### src/rtl/cpdm_pkg.sv
// types, constants and the control program of the clock prescale divider mux
`default_nettype none

package cpdm_pkg;

  // request operation codes
  typedef enum logic [1:0] {
    OP_RECALC     = 2'd0,
    OP_ROUND      = 2'd1,
    OP_SET_RATE   = 2'd2,
    OP_SET_PARENT = 2'd3
  } op_t;

  typedef struct packed {
    logic [1:0]  operation;
    logic [31:0] source_rate;
    logic [31:0] target_rate;
    logic [7:0]  parent_index;
  } request_t;

  typedef struct packed {
    logic [31:0] rate_out;
    logic        error;
    logic [1:0]  mux_select;
    logic [1:0]  prescale_shift;
    logic [4:0]  divider_field;
  } result_t;

  localparam int unsigned DIV_WIDTH     = 32;
  localparam int unsigned DIV_CNT_WIDTH = $clog2(DIV_WIDTH);
  localparam logic [DIV_CNT_WIDTH-1:0] DIV_LAST_STEP = DIV_CNT_WIDTH'(DIV_WIDTH - 1);

  localparam logic [31:0] DIVISOR_LIMIT = 32'd32;
  localparam logic [1:0]  SHIFT_LIMIT   = 2'd3;

  // datapath micro-operations
  typedef enum logic [3:0] {
    UOP_LOAD_RECALC,
    UOP_LOAD_CEIL,
    UOP_LOAD_ROUND,
    UOP_DIV_STEP,
    UOP_ZERO_CHECK,
    UOP_TAKE_RATE,
    UOP_TAKE_CEIL,
    UOP_TAKE_EXACT,
    UOP_TRAIL_ZEROS,
    UOP_RAISE,
    UOP_CHECK_SET,
    UOP_SET_PARENT,
    UOP_FINISH
  } uop_t;

  // jump conditions: taken goes to target, otherwise to the next step
  typedef enum logic [2:0] {
    COND_NEXT,
    COND_ALWAYS,
    COND_DIV_MORE,
    COND_RAISE,
    COND_ZERO,
    COND_REM_NZ,
    COND_HOLD
  } cond_t;

  typedef logic [4:0] upc_t;

  typedef struct packed {
    uop_t  uop;
    cond_t cond;
    upc_t  target;
  } ctrl_word_t;

  // sequencer to datapath
  typedef struct packed {
    logic run;
    uop_t uop;
  } dp_ctrl_t;

  // datapath to sequencer
  typedef struct packed {
    logic div_more;
    logic raise_ok;
    logic zero_in;
    logic rem_nz;
  } dp_status_t;

  // program entry points
  localparam upc_t A_RECALC     = 5'd0;
  localparam upc_t A_ROUND      = 5'd3;
  localparam upc_t A_SET_RATE   = 5'd12;
  localparam upc_t A_SET_PARENT = 5'd18;
  localparam upc_t A_FINISH     = 5'd19;

  function automatic upc_t entry_point(input logic [1:0] op);
    upc_t a;
    unique case (op)
      OP_RECALC:   a = A_RECALC;
      OP_ROUND:    a = A_ROUND;
      OP_SET_RATE: a = A_SET_RATE;
      default:     a = A_SET_PARENT;
    endcase
    return a;
  endfunction

  // control store
  function automatic ctrl_word_t ucode_rom(input upc_t pc);
    ctrl_word_t w;
    unique case (pc)
      // recalc: (parent >> shift) / (divider + 1)
      5'd0:  w = '{UOP_LOAD_RECALC, COND_NEXT,     5'd0};
      5'd1:  w = '{UOP_DIV_STEP,    COND_DIV_MORE, 5'd1};
      5'd2:  w = '{UOP_TAKE_RATE,   COND_ALWAYS,   A_FINISH};
      // round
      5'd3:  w = '{UOP_ZERO_CHECK,  COND_ZERO,     A_FINISH};
      5'd4:  w = '{UOP_LOAD_CEIL,   COND_NEXT,     5'd0};
      5'd5:  w = '{UOP_DIV_STEP,    COND_DIV_MORE, 5'd5};
      5'd6:  w = '{UOP_TAKE_CEIL,   COND_NEXT,     5'd0};
      5'd7:  w = '{UOP_TRAIL_ZEROS, COND_NEXT,     5'd0};
      5'd8:  w = '{UOP_RAISE,       COND_RAISE,    5'd8};
      5'd9:  w = '{UOP_LOAD_ROUND,  COND_NEXT,     5'd0};
      5'd10: w = '{UOP_DIV_STEP,    COND_DIV_MORE, 5'd10};
      5'd11: w = '{UOP_TAKE_RATE,   COND_ALWAYS,   A_FINISH};
      // set rate
      5'd12: w = '{UOP_ZERO_CHECK,  COND_ZERO,     A_FINISH};
      5'd13: w = '{UOP_LOAD_CEIL,   COND_NEXT,     5'd0};
      5'd14: w = '{UOP_DIV_STEP,    COND_DIV_MORE, 5'd14};
      5'd15: w = '{UOP_TAKE_EXACT,  COND_REM_NZ,   A_FINISH};
      5'd16: w = '{UOP_TRAIL_ZEROS, COND_NEXT,     5'd0};
      5'd17: w = '{UOP_CHECK_SET,   COND_ALWAYS,   A_FINISH};
      // set parent
      5'd18: w = '{UOP_SET_PARENT,  COND_ALWAYS,   A_FINISH};
      // hand the result over, wait while the output register is full
      default: w = '{UOP_FINISH,    COND_HOLD,     A_FINISH};
    endcase
    return w;
  endfunction

endpackage

`default_nettype wire

### src/rtl/clock_prescale_divider_mux.sv
// Clock control block with a parent mux select, a power-of-two prescaler and a
// five-bit divider. Each request runs a short microprogram on a shared datapath
// whose restoring divider yields one quotient bit per cycle. Round runs two
// divisions plus up to three prescale raises; set parent, and round or set
// rate with a zero rate, do not use the divider. One request is worked on at
// a time; a new one is taken as soon as the previous result sits in the output
// register, even if that result has not yet been taken.
`default_nettype none

module clock_prescale_divider_mux
  import cpdm_pkg::*;
#(
  parameter int MUX_INPUTS = 4
) (
  input  wire logic     clk,
  input  wire logic     rst,
  input  wire logic     request_valid,
  output logic          request_ready,
  input  wire request_t request,
  output logic          result_valid,
  input  wire logic     result_ready,
  output result_t       result
);

  logic       start;
  logic       busy;
  logic       hold;
  logic       load_out;
  dp_ctrl_t   ctrl;
  dp_status_t status;
  result_t    rsp;

  // request handshake
  assign request_ready = !busy;
  assign start         = request_valid && request_ready;
  assign hold          = result_valid && !result_ready;
  assign load_out      = ctrl.run && (ctrl.uop == UOP_FINISH) && !hold;

  cpdm_sequencer u_sequencer (
    .clk       (clk),
    .rst       (rst),
    .start     (start),
    .operation (request.operation),
    .status    (status),
    .hold      (hold),
    .busy      (busy),
    .ctrl      (ctrl)
  );

  cpdm_datapath #(
    .MUX_INPUTS (MUX_INPUTS)
  ) u_datapath (
    .clk    (clk),
    .rst    (rst),
    .start  (start),
    .req    (request),
    .ctrl   (ctrl),
    .status (status),
    .rsp    (rsp)
  );

  // output register
  always_ff @(posedge clk) begin
    if (rst) begin
      result_valid <= 1'b0;
    end else if (load_out) begin
      result_valid <= 1'b1;
    end else if (result_ready) begin
      result_valid <= 1'b0;
    end
  end

  always_ff @(posedge clk) begin
    if (load_out) begin
      result <= rsp;
    end
  end

`ifndef NO_ASSERTIONS
  a_error_zero_rate: assert property (@(posedge clk) disable iff (rst)
    result_valid && result.error |-> result.rate_out == '0)
    else $error("rejected request reports a nonzero rate");

  a_mux_in_range: assert property (@(posedge clk) disable iff (rst)
    result_valid |-> {30'd0, result.mux_select} < 32'(MUX_INPUTS))
    else $error("mux select beyond the parent count");

  a_busy_after_start: assert property (@(posedge clk) disable iff (rst)
    start |=> !request_ready)
    else $error("request taken without running its program");

  a_result_from_program: assert property (@(posedge clk) disable iff (rst)
    $rose(result_valid) |-> $past(busy))
    else $error("result appeared without a finished program");
`endif

endmodule

`default_nettype wire

### src/rtl/cpdm_divider.sv
// restoring divider, one quotient bit per cycle in which step is high
`default_nettype none

module cpdm_divider
  import cpdm_pkg::*;
(
  input  wire logic        clk,
  input  wire logic        rst,
  input  wire logic        load,
  input  wire logic        step,
  input  wire logic [31:0] numerator,
  input  wire logic [31:0] denominator,
  output logic [31:0]      quotient,
  output logic [31:0]      remainder,
  output logic             more
);

  logic [31:0]              den;
  logic [DIV_CNT_WIDTH-1:0] cnt;
  logic [32:0]              rem_shift;
  logic                     fits;

  // trial subtraction
  assign rem_shift = {remainder, quotient[31]};
  assign fits      = rem_shift >= {1'b0, den};
  assign more      = cnt != DIV_LAST_STEP;

  // step counter
  always_ff @(posedge clk) begin
    if (rst) begin
      cnt <= '0;
    end else if (load) begin
      cnt <= '0;
    end else if (step) begin
      cnt <= cnt + 1'b1;
    end
  end

  // partial remainder and quotient
  always_ff @(posedge clk) begin
    if (load) begin
      quotient  <= numerator;
      remainder <= '0;
      den       <= denominator;
    end else if (step) begin
      quotient <= {quotient[30:0], fits};
      if (fits) begin
        remainder <= 32'(rem_shift - {1'b0, den});
      end else begin
        remainder <= rem_shift[31:0];
      end
    end
  end

endmodule

`default_nettype wire

### src/rtl/cpdm_datapath.sv
// datapath: request latch, clock control fields, working registers and divider
`default_nettype none

module cpdm_datapath
  import cpdm_pkg::*;
#(
  parameter int MUX_INPUTS = 4
) (
  input  wire logic     clk,
  input  wire logic     rst,
  input  wire logic     start,
  input  wire request_t req,
  input  wire dp_ctrl_t ctrl,
  output dp_status_t    status,
  output result_t       rsp
);

  request_t    req_q;
  logic [31:0] rate;
  logic        err;
  logic [31:0] d;
  logic [1:0]  s;
  logic [1:0]  mux_field;
  logic [1:0]  shift_field;
  logic [4:0]  divide_field;

  logic        div_load;
  logic        div_step;
  logic [31:0] div_num;
  logic [31:0] div_den;
  logic [31:0] quotient;
  logic [31:0] remainder;
  logic        div_more;
  logic [1:0]  tz;
  logic        index_ok;
  logic        set_ok;

  // divider operand selection
  always_comb begin
    div_load = 1'b0;
    div_num  = req_q.source_rate;
    div_den  = req_q.target_rate;
    if (ctrl.run) begin
      case (ctrl.uop)
        UOP_LOAD_RECALC: begin
          div_load = 1'b1;
          div_num  = req_q.source_rate >> shift_field;
          div_den  = {27'd0, divide_field} + 32'd1;
        end
        UOP_LOAD_CEIL: begin
          div_load = 1'b1;
        end
        UOP_LOAD_ROUND: begin
          div_load = 1'b1;
          div_num  = req_q.source_rate >> s;
          div_den  = d;
        end
        default: ;
      endcase
    end
  end

  assign div_step = ctrl.run && (ctrl.uop == UOP_DIV_STEP);

  cpdm_divider u_divider (
    .clk         (clk),
    .rst         (rst),
    .load        (div_load),
    .step        (div_step),
    .numerator   (div_num),
    .denominator (div_den),
    .quotient    (quotient),
    .remainder   (remainder),
    .more        (div_more)
  );

  // trailing zeros of the divisor, at most three
  always_comb begin
    if (d[0]) begin
      tz = 2'd0;
    end else if (d[1]) begin
      tz = 2'd1;
    end else if (d[2]) begin
      tz = 2'd2;
    end else begin
      tz = SHIFT_LIMIT;
    end
  end

  assign index_ok = {24'd0, req_q.parent_index} < 32'(MUX_INPUTS);
  assign set_ok   = d <= DIVISOR_LIMIT;

  // status for the sequencer
  assign status.div_more = div_more;
  assign status.raise_ok = (d > DIVISOR_LIMIT) && (s != SHIFT_LIMIT);
  assign status.zero_in  = (req_q.source_rate == '0) || (req_q.target_rate == '0);
  assign status.rem_nz   = remainder != '0;

  // working registers
  always_ff @(posedge clk) begin
    if (start) begin
      req_q <= req;
      rate  <= '0;
      err   <= 1'b0;
    end else if (ctrl.run) begin
      case (ctrl.uop)
        UOP_ZERO_CHECK:  err <= status.zero_in;
        UOP_TAKE_RATE:   rate <= quotient;
        UOP_TAKE_CEIL:   d <= quotient + {31'd0, status.rem_nz};
        UOP_TAKE_EXACT: begin
          d   <= quotient;
          err <= status.rem_nz;
        end
        UOP_TRAIL_ZEROS: begin
          s <= tz;
          d <= d >> tz;
        end
        UOP_RAISE: begin
          if (status.raise_ok) begin
            s <= s + 2'd1;
            d <= d >> 1;
          end
        end
        UOP_CHECK_SET: begin
          // an exact ratio gives back the requested rate
          if (set_ok) begin
            rate <= req_q.target_rate;
          end else begin
            err <= 1'b1;
          end
        end
        UOP_SET_PARENT:  err <= !index_ok;
        default: ;
      endcase
    end
  end

  // clock control fields
  always_ff @(posedge clk) begin
    if (rst) begin
      mux_field    <= '0;
      shift_field  <= '0;
      divide_field <= '0;
    end else if (ctrl.run) begin
      if (ctrl.uop == UOP_CHECK_SET && set_ok) begin
        shift_field  <= s;
        divide_field <= d[4:0] - 5'd1;
      end
      if (ctrl.uop == UOP_SET_PARENT && index_ok) begin
        mux_field <= req_q.parent_index[1:0];
      end
    end
  end

  assign rsp.rate_out       = rate;
  assign rsp.error          = err;
  assign rsp.mux_select     = mux_field;
  assign rsp.prescale_shift = shift_field;
  assign rsp.divider_field  = divide_field;

endmodule

`default_nettype wire

### src/rtl/cpdm_sequencer.sv
// micro-sequencer: step counter, control store and jump logic
`default_nettype none

module cpdm_sequencer
  import cpdm_pkg::*;
(
  input  wire logic       clk,
  input  wire logic       rst,
  input  wire logic       start,
  input  wire logic [1:0] operation,
  input  wire dp_status_t status,
  input  wire logic       hold,
  output logic            busy,
  output dp_ctrl_t        ctrl
);

  typedef enum logic {
    S_IDLE,
    S_RUN
  } state_t;

  state_t     state;
  upc_t       pc;
  ctrl_word_t word;
  logic       taken;

  assign word = ucode_rom(pc);

  // jump condition
  always_comb begin
    unique case (word.cond)
      COND_NEXT:     taken = 1'b0;
      COND_ALWAYS:   taken = 1'b1;
      COND_DIV_MORE: taken = status.div_more;
      COND_RAISE:    taken = status.raise_ok;
      COND_ZERO:     taken = status.zero_in;
      COND_REM_NZ:   taken = status.rem_nz;
      COND_HOLD:     taken = hold;
      default:       taken = 1'b0;
    endcase
  end

  assign busy     = state == S_RUN;
  assign ctrl.run = busy;
  assign ctrl.uop = word.uop;

  // state and step counter
  always_ff @(posedge clk) begin
    if (rst) begin
      state <= S_IDLE;
      pc    <= A_RECALC;
    end else begin
      unique case (state)
        S_IDLE: begin
          if (start) begin
            state <= S_RUN;
            pc    <= entry_point(operation);
          end
        end
        S_RUN: begin
          if (word.uop == UOP_FINISH && !hold) begin
            state <= S_IDLE;
          end else if (taken) begin
            pc <= word.target;
          end else begin
            pc <= pc + 5'd1;
          end
        end
        default: state <= S_IDLE;
      endcase
    end
  end

endmodule

`default_nettype wire
### config.mk
export PLATFORM = sky130hd
export DESIGN_NAME = clock_prescale_divider_mux
export DESIGN_NICKNAME = d
export VERILOG_FILES = /design/src/rtl/cpdm_pkg.sv /design/src/rtl/clock_prescale_divider_mux.sv /design/src/rtl/cpdm_divider.sv /design/src/rtl/cpdm_datapath.sv /design/src/rtl/cpdm_sequencer.sv
export SDC_FILE = /design/constraint.sdc
export NUM_CORES = 1
export LEC_CHECK = 0
export ABC_AREA = 1
export BUFFER_PORTS_ARGS = -buffer_cell sky130_fd_sc_hd__clkbuf_2
export CORE_MARGIN = 3
export CORE_UTILIZATION = 55
export CTS_CLUSTER_DIAMETER = 40
export DETAILED_ROUTE_END_ITERATION = 10
export GPL_ROUTABILITY_DRIVEN = 1
export PLACE_DENSITY = 0.81
export REMOVE_ABC_BUFFERS = 1
export SYNTH_ARGS = -nofsm -noshare
export SYNTH_HDL_FRONTEND = slang
export SYNTH_SLANG_ARGS = --single-unit
### constraint.sdc
create_clock -name clk -period 5.4 [get_ports clk]
set_input_delay 0.27 -clock clk [delete_from_list [all_inputs] [get_ports clk]]
set_output_delay 0.27 -clock clk [all_outputs]
set_load 0.01 [all_outputs]
# After elaboration in Yosys (flattened, before gate mapping)
# Memories as Yosys holds them, arrays and structs flattened. A register that Yosys moved wholly into a read port is not among the register bits.
# Index checks and enable logic that the tools add are counted.
[word_totals]
word_cells = 133
rom_bits = 384
mem_count = 1
reg_bits = 298
out_inout_bits = 44
in_bits = 78
[mem_list]
columns = ["memory", "words", "width", "rd", "rd_ports_with_merged_regs", "write_ports", "line_no", "source"]
rows = [
  ["(no name shown)", 32, 12, 1, 1, 0, "cpdm_pkg.sv:107", "unique case (pc)"],
]
[op_classes]
n_addsub = 7
n_reduce_logical = 34
mux = 33
eq_ne = 27
n_shift = 3
order_cmp = 4
bitwise_logic = 2
[ops]
columns = ["operator", "n"]
rows = [
  ["$mux W32", 7],
  ["$pmux W32 S2", 3],
  ["$pmux W32 S4", 1],
  ["$shr A32 B2 Y32", 3],
  ["$logic_not A32 Y1", 2],
  ["$ge A33 B32 Y1", 1],
  ["$add A32 B1 Y32", 1],
  ["$gt A32 B6 Y1 const B", 1],
  ["$le A32 B6 Y1 const B", 1],
  ["$reduce_bool A32 Y1", 1],
  ["$sub A32 B32 Y32", 1],
  ["$mux W5", 5],
  ["$eq A4 B4 Y1 const B", 5],
  ["$eq A4 B3 Y1 const B", 4],
  ["$pmux W5 S3", 1],
  ["$add A5 B1 Y5 const B", 2],
  ["$ne A2 B2 Y1 const B", 5],
  ["$pmux W5 S2", 1],
  ["$eq A3 B3 Y1 const B", 3],
  ["$logic_and A1 B1 Y1", 9],
  ["$eq A4 B2 Y1 const B", 2],
  ["$lt A8 B3 Y1 const B", 1],
  ["$mux W1", 8],
  ["$reduce_and A4 Y1", 2],
  ["26 further kinds", 40],
]

# Depth between registers and ports, before layout
[logic_depth]
ltp_word = 8
ltp_mapped = 22
mapped_depth_nobuf = 22

# Cells and area by module
# A second synthesis with hierarchy kept.
[unflattened]
hier_cells = 2614
hier_area_um2 = 19118.3
[modules_own_cells]
columns = ["module", "seq_area_each_um2", "cells_each", "instances", "area_per_inst_um2"]
rows = [
  ["cpdm_datapath", 4023.9, 1389, 1, 9658.0],
  ["cpdm_divider", 2662.6, 989, 1, 6874.1],
  ["clock_prescale_divider_mux", 1281.2, 56, 1, 1342.5],
  ["cpdm_sequencer", 360.3, 180, 1, 1243.7],
]

# Worst setup path before layout
# Ideal clock, no wire load.
[synth_timing]
kind = "register to register"
start = "register u_sequencer.state (netlist: u_sequencer.busy)"
end = "register u_datapath.req_q[0] (netlist name) (enable)"
arrival_time_ns = 3.023
t_required_ns = 4.935
path_buffers = 2
setup_time_ns = 0.465
path_slack_ns = 1.913
stages_incl_launch_ff = 4
period_less_slack_ns = 3.487
cell_sequence = "dfxtp_1 -> clkbuf_1 -> nor2_1 -> clkbuf_1"
[synth_via]
elab_chain_cells = 2
[synth_rtl]
columns = ["item", "line_no", "source"]
rows = [
  ["start: declaration", "cpdm_sequencer.sv:22", "state_t state;"],
  ["start signal: assignment", "cpdm_sequencer.sv:50", "state <= S_IDLE;"],
  ["start signal: assignment", "cpdm_sequencer.sv:56", "state <= S_RUN;"],
  ["start signal: assignment", "cpdm_sequencer.sv:62", "state <= S_IDLE;"],
  ["$logic_not A1 Y1", "clock_prescale_divider_mux.sv:34", "assign request_ready = !busy;"],
  ["$logic_and A1 B1 Y1", "clock_prescale_divider_mux.sv:35", "assign start = request_valid && request_ready;"],
  ["net start", "clock_prescale_divider_mux.sv:25", "logic start;"],
  ["end signal: assignment", "cpdm_datapath.sv:102", "req_q <= req;"],
  ["end: declaration", "cpdm_datapath.sv:18", "request_t req_q;"],
]
# The timed path passes the listed nets, and every way through them passes these cells.
# A chain may end at the register's enable or synchronous reset.

# Final worst setup path
[layout_timing]
start = "register u_sequencer.word[11] (netlist name)"
end = "register u_datapath.rate[6]"
[layout_via]
elab_chain_cells = 3
elab_cells_between_ends = 6
classes_between = "eq/ne: 3; mux: 1; reduce/logical: 2"
[layout_rtl]
columns = ["item", "line_no", "source"]
rows = [
  ["$eq A4 B4 Y1 or $eq A4 B3 Y1 (tied branches)", "cpdm_datapath.sv:106", "case (ctrl.uop)"],
  ["$ne A2 B1 Y1 (no source line) or $reduce_bool A2 Y1 (tied branches)", "--", ""],
  ["$reduce_and A3 Y1 (no source line)", "--", ""],
  ["end signal: assignment", "cpdm_datapath.sv:108", "UOP_TAKE_RATE: rate <= quotient;"],
  ["end signal: assignment", "cpdm_datapath.sv:127", "rate <= req_q.target_rate;"],
  ["end: declaration", "cpdm_datapath.sv:19", "logic [31:0] rate;"],
]
# Several ways; a longest one is shown, not always the timed one.

==> results.ini <==
[global_route]
antenna_found_initial=1
grt_use_total=0.283
grt_overflow=0
grt_pass1_wl_mm=76.7
grt_max_degree=65
grt_pass1_vias=14900

[clocking]
h-tree-depth=2
insertion_delay_ns=0.54
cts_buffer_depth=3
cts_sinks=310
cts-root-buf=clkbuf_16
clk_pin_slew_ns=0.06
cts_tree=yes
cts_made_buffers=39

[critical_path]
critPathKind=reg -> reg
cp_max_fo=64
required_ns=5.85
cp-end-kind=register
arrival_ns=4.50
cp-start-kind=register

[synth]
synth_top_family_by_area=simple AND/OR/NAND/NOR gates
synthSimpleGateAreaFrac=0.188
synthFlopType=edfxtp_1
synth_cells=2031
synth_xor_area_frac=0.0277
synth_cell_types=57
yosysSeqAreaShare=0.488
synthArstFlopShare=0
avgSynthCellArea_um2=8.41
synth_edf_count=212
synth-seq-cells=310
mappedNetlistArea_um2=17100
synth_compound_area_frac=0.175
synthMuxAreaShare=0
synthAdderAreaFrac=0.0364
yosys_warnings=0

[placed_design]
post-place-ws_ns=1.48
gp_congestion=0.979
placed_cell_area_um2=17900
hpwl_mm=33.0
numPortBuffers=121
placed_cells=2474

[routing]
drtIter0Drc=1710
wire_per_inst_um=18.2
drtPass1Iterations=6
route.vias.total=15600
wl_mm=47.8
drc=0
vias_per_cell=5.94
ant_nets=0

[sta]
finalMaxSlewViolations=0
layout_setup_ws_ns=1.35
max_clock_freq_mhz=247
finalSetupViolCount=0
period_needed_ns=4.05
layout_worst_path_cycle_share=0.750
clock_skew_ns=0.0153
rsz0062_at_grt=false
worstMarginPinSlew_ns=1.20
timing.slew.headroom=0.195
finalHoldViolations=0
setup_tns_ns=0

[floorplanning]
die_area_um2=33200
fp.dieW_um=182
rows=63
die_h_um=182
initial_core_util=0.567
coreArea_um2=30100
io_pins=122

[pwr]
power_w=0.00668
power.density_nw_per_um2=333
ir_worst_vdd_mv=0.273
leakagePower_nw=8.57

[layout]
stdcell_count=2620
drive_above_1_share=0.118
design_area_um2=20000
nets=2325
nFillCells=2358
syn2layout_area_growth_pct=17.4

[run]
max_cap_viol_count=0

[hold_path]
holdCritPathClass=in -> reg

[run_status]
status=complete, no violations

[through the flow]
stage / util / hold WS, ns
floorplan: - / 0.339
global placement: 0.596 / 0.415
detailed placement: 0.596 / 0.410
CTS: 0.665 / 0.0383
global route: 0.665 / 0.0728
finish: 0.665 / 0.0517
[report_power, final]
part	switching [W]	internal (W)	leakage [nW]	total, W
combinational	0.000725	0.000355	5.09	0.00108
sequential	0.000146	0.00275	2.82	0.00289
clock	0.00109	0.00162	0.666	0.00271
total	0.00196	0.00472	8.57	0.00668
[registers in the layout (all words and copies together) (netlist names), 2 cells and up]
signal	count
u_datapath.req_q	72
result	42
u_datapath.d	32
u_datapath.rate	32
u_datapath.u_divider.den	32
u_datapath.u_divider.quotient	32
u_datapath.u_divider.remainder	32
u_sequencer.word	12
u_datapath.divide_field	5
u_datapath.u_divider.cnt	5
u_sequencer.pc	5
u_datapath.mux_field	2
u_datapath.s	2
u_datapath.shift_field	2
[cells in the mapped netlist, drive strengths merged (13+ instances only)]
cell / n / share of area
nor3: 30 / 0.0097
dfxtp: 98 / 0.11
o22ai: 29 / 0.011
buf: 24 / 0.0084
o21ai: 199 / 0.060
edfxtp: 212 / 0.37
nor2: 162 / 0.040
a221oi: 17 / 0.0087
clkbuf: 59 / 0.013
inv: 287 / 0.063
a21oi: 123 / 0.037
ha: 48 / 0.035
nand4: 27 / 0.011
o2111ai: 17 / 0.0087
nand3: 79 / 0.025
a22oi: 38 / 0.017
a311oi: 13 / 0.0067
xor2: 33 / 0.017
a31oi: 23 / 0.0084
xnor2: 21 / 0.011
nand2: 434 / 0.096
[placed cells by master, fill, tap and decap left out, types with 26 or more instances in the layout]
cell	instances
nand3_1	75
dlygate4sd3_1	73
xor2_1	33
inv_1	271
nor2_1	145
ha_1	48
clkbuf_2	121
a22oi_1	38
a21oi_1	119
dfxtp_1	98
nand2_1	430
nand4_1	26
o21ai_0	177
nor3_1	28
o22ai_1	29
edfxtp_1	212
clkbuf_16	41
[cells by family after synthesis]
kind of cell / Yosys count
compound gates: 499
buf+inv: 372
fa+ha+maj: 49
simple gates: 747
xor+xnor: 54
flops: 310
[cell type report]
type | count | area, um^2 | share of cell area
Tap cell | 390 | 488 | 0.0244
Sequential cell | 310 | 8330 | 0.416
Clock buffer | 47 | 1080 | 0.0538
Antenna cell | 1 | 2.50 | 0.000125
Timing Repair Buffer | 209 | 1450 | 0.0723
Inverter | 289 | 1080 | 0.0541
Multi-Input combinational cell | 1349 | 7320 | 0.365
Clock inverter | 25 | 289 | 0.0144
[metal layers]
| metal | up-vias | global-route usage | part of all wire |
|---|---|---|---|
| li1 | 7306 | - | - |
| met1 | 7170 | 0.374 | 0.39 |
| met2 | 932 | 0.468 | 0.47 |
| met3 | 150 | 0.0518 | 0.10 |
| met4 | 0 | 0.102 | 0.037 |
| met5 | - | 0 | 0 |
[worst paths after layout]
path                                    startpoint  slack [ns]  cells past startpoint                         endpoint
hold / removal                        result_ready        0.05                      4        result_valid$_SDFFE_PP0P_
hold reg to reg   u_datapath.rate[13]$_SDFFE_PP0P_        0.42                      0             result[23]$_DFFE_PP_
setup / recovery   u_sequencer.word[11]$_SDFF_PP1_        1.35                     14  u_datapath.rate[6]$_SDFFE_PP0P_
setup reg to reg   u_sequencer.word[11]$_SDFF_PP1_        1.35                     14  u_datapath.rate[6]$_SDFFE_PP0P_
[critical path, stage by stage, from the launching register on]
cell and delay [ns]:
dfxtp_1 0.35, inv_1 0.06, nor2_1 0.11, inv_2 0.09, nor2_2 0.12, inv_2 0.06, nor2_4 0.61, inv_2 0.48
nor2_1 0.24, inv_2 0.06, nor2_2 0.35, a41oi_1 0.11, inv_2 0.75, o21ai_0 0.28, a31oi_1 0.25
[repair_timing]
item / in CTS / in global routing
gates resized for setup: 0 / 0
endpoints found under the hold margin: 73 / 0
hold buffers: 73 / 0
buffers inserted: 0 / 0
Power figures use the tool's default switching activity.
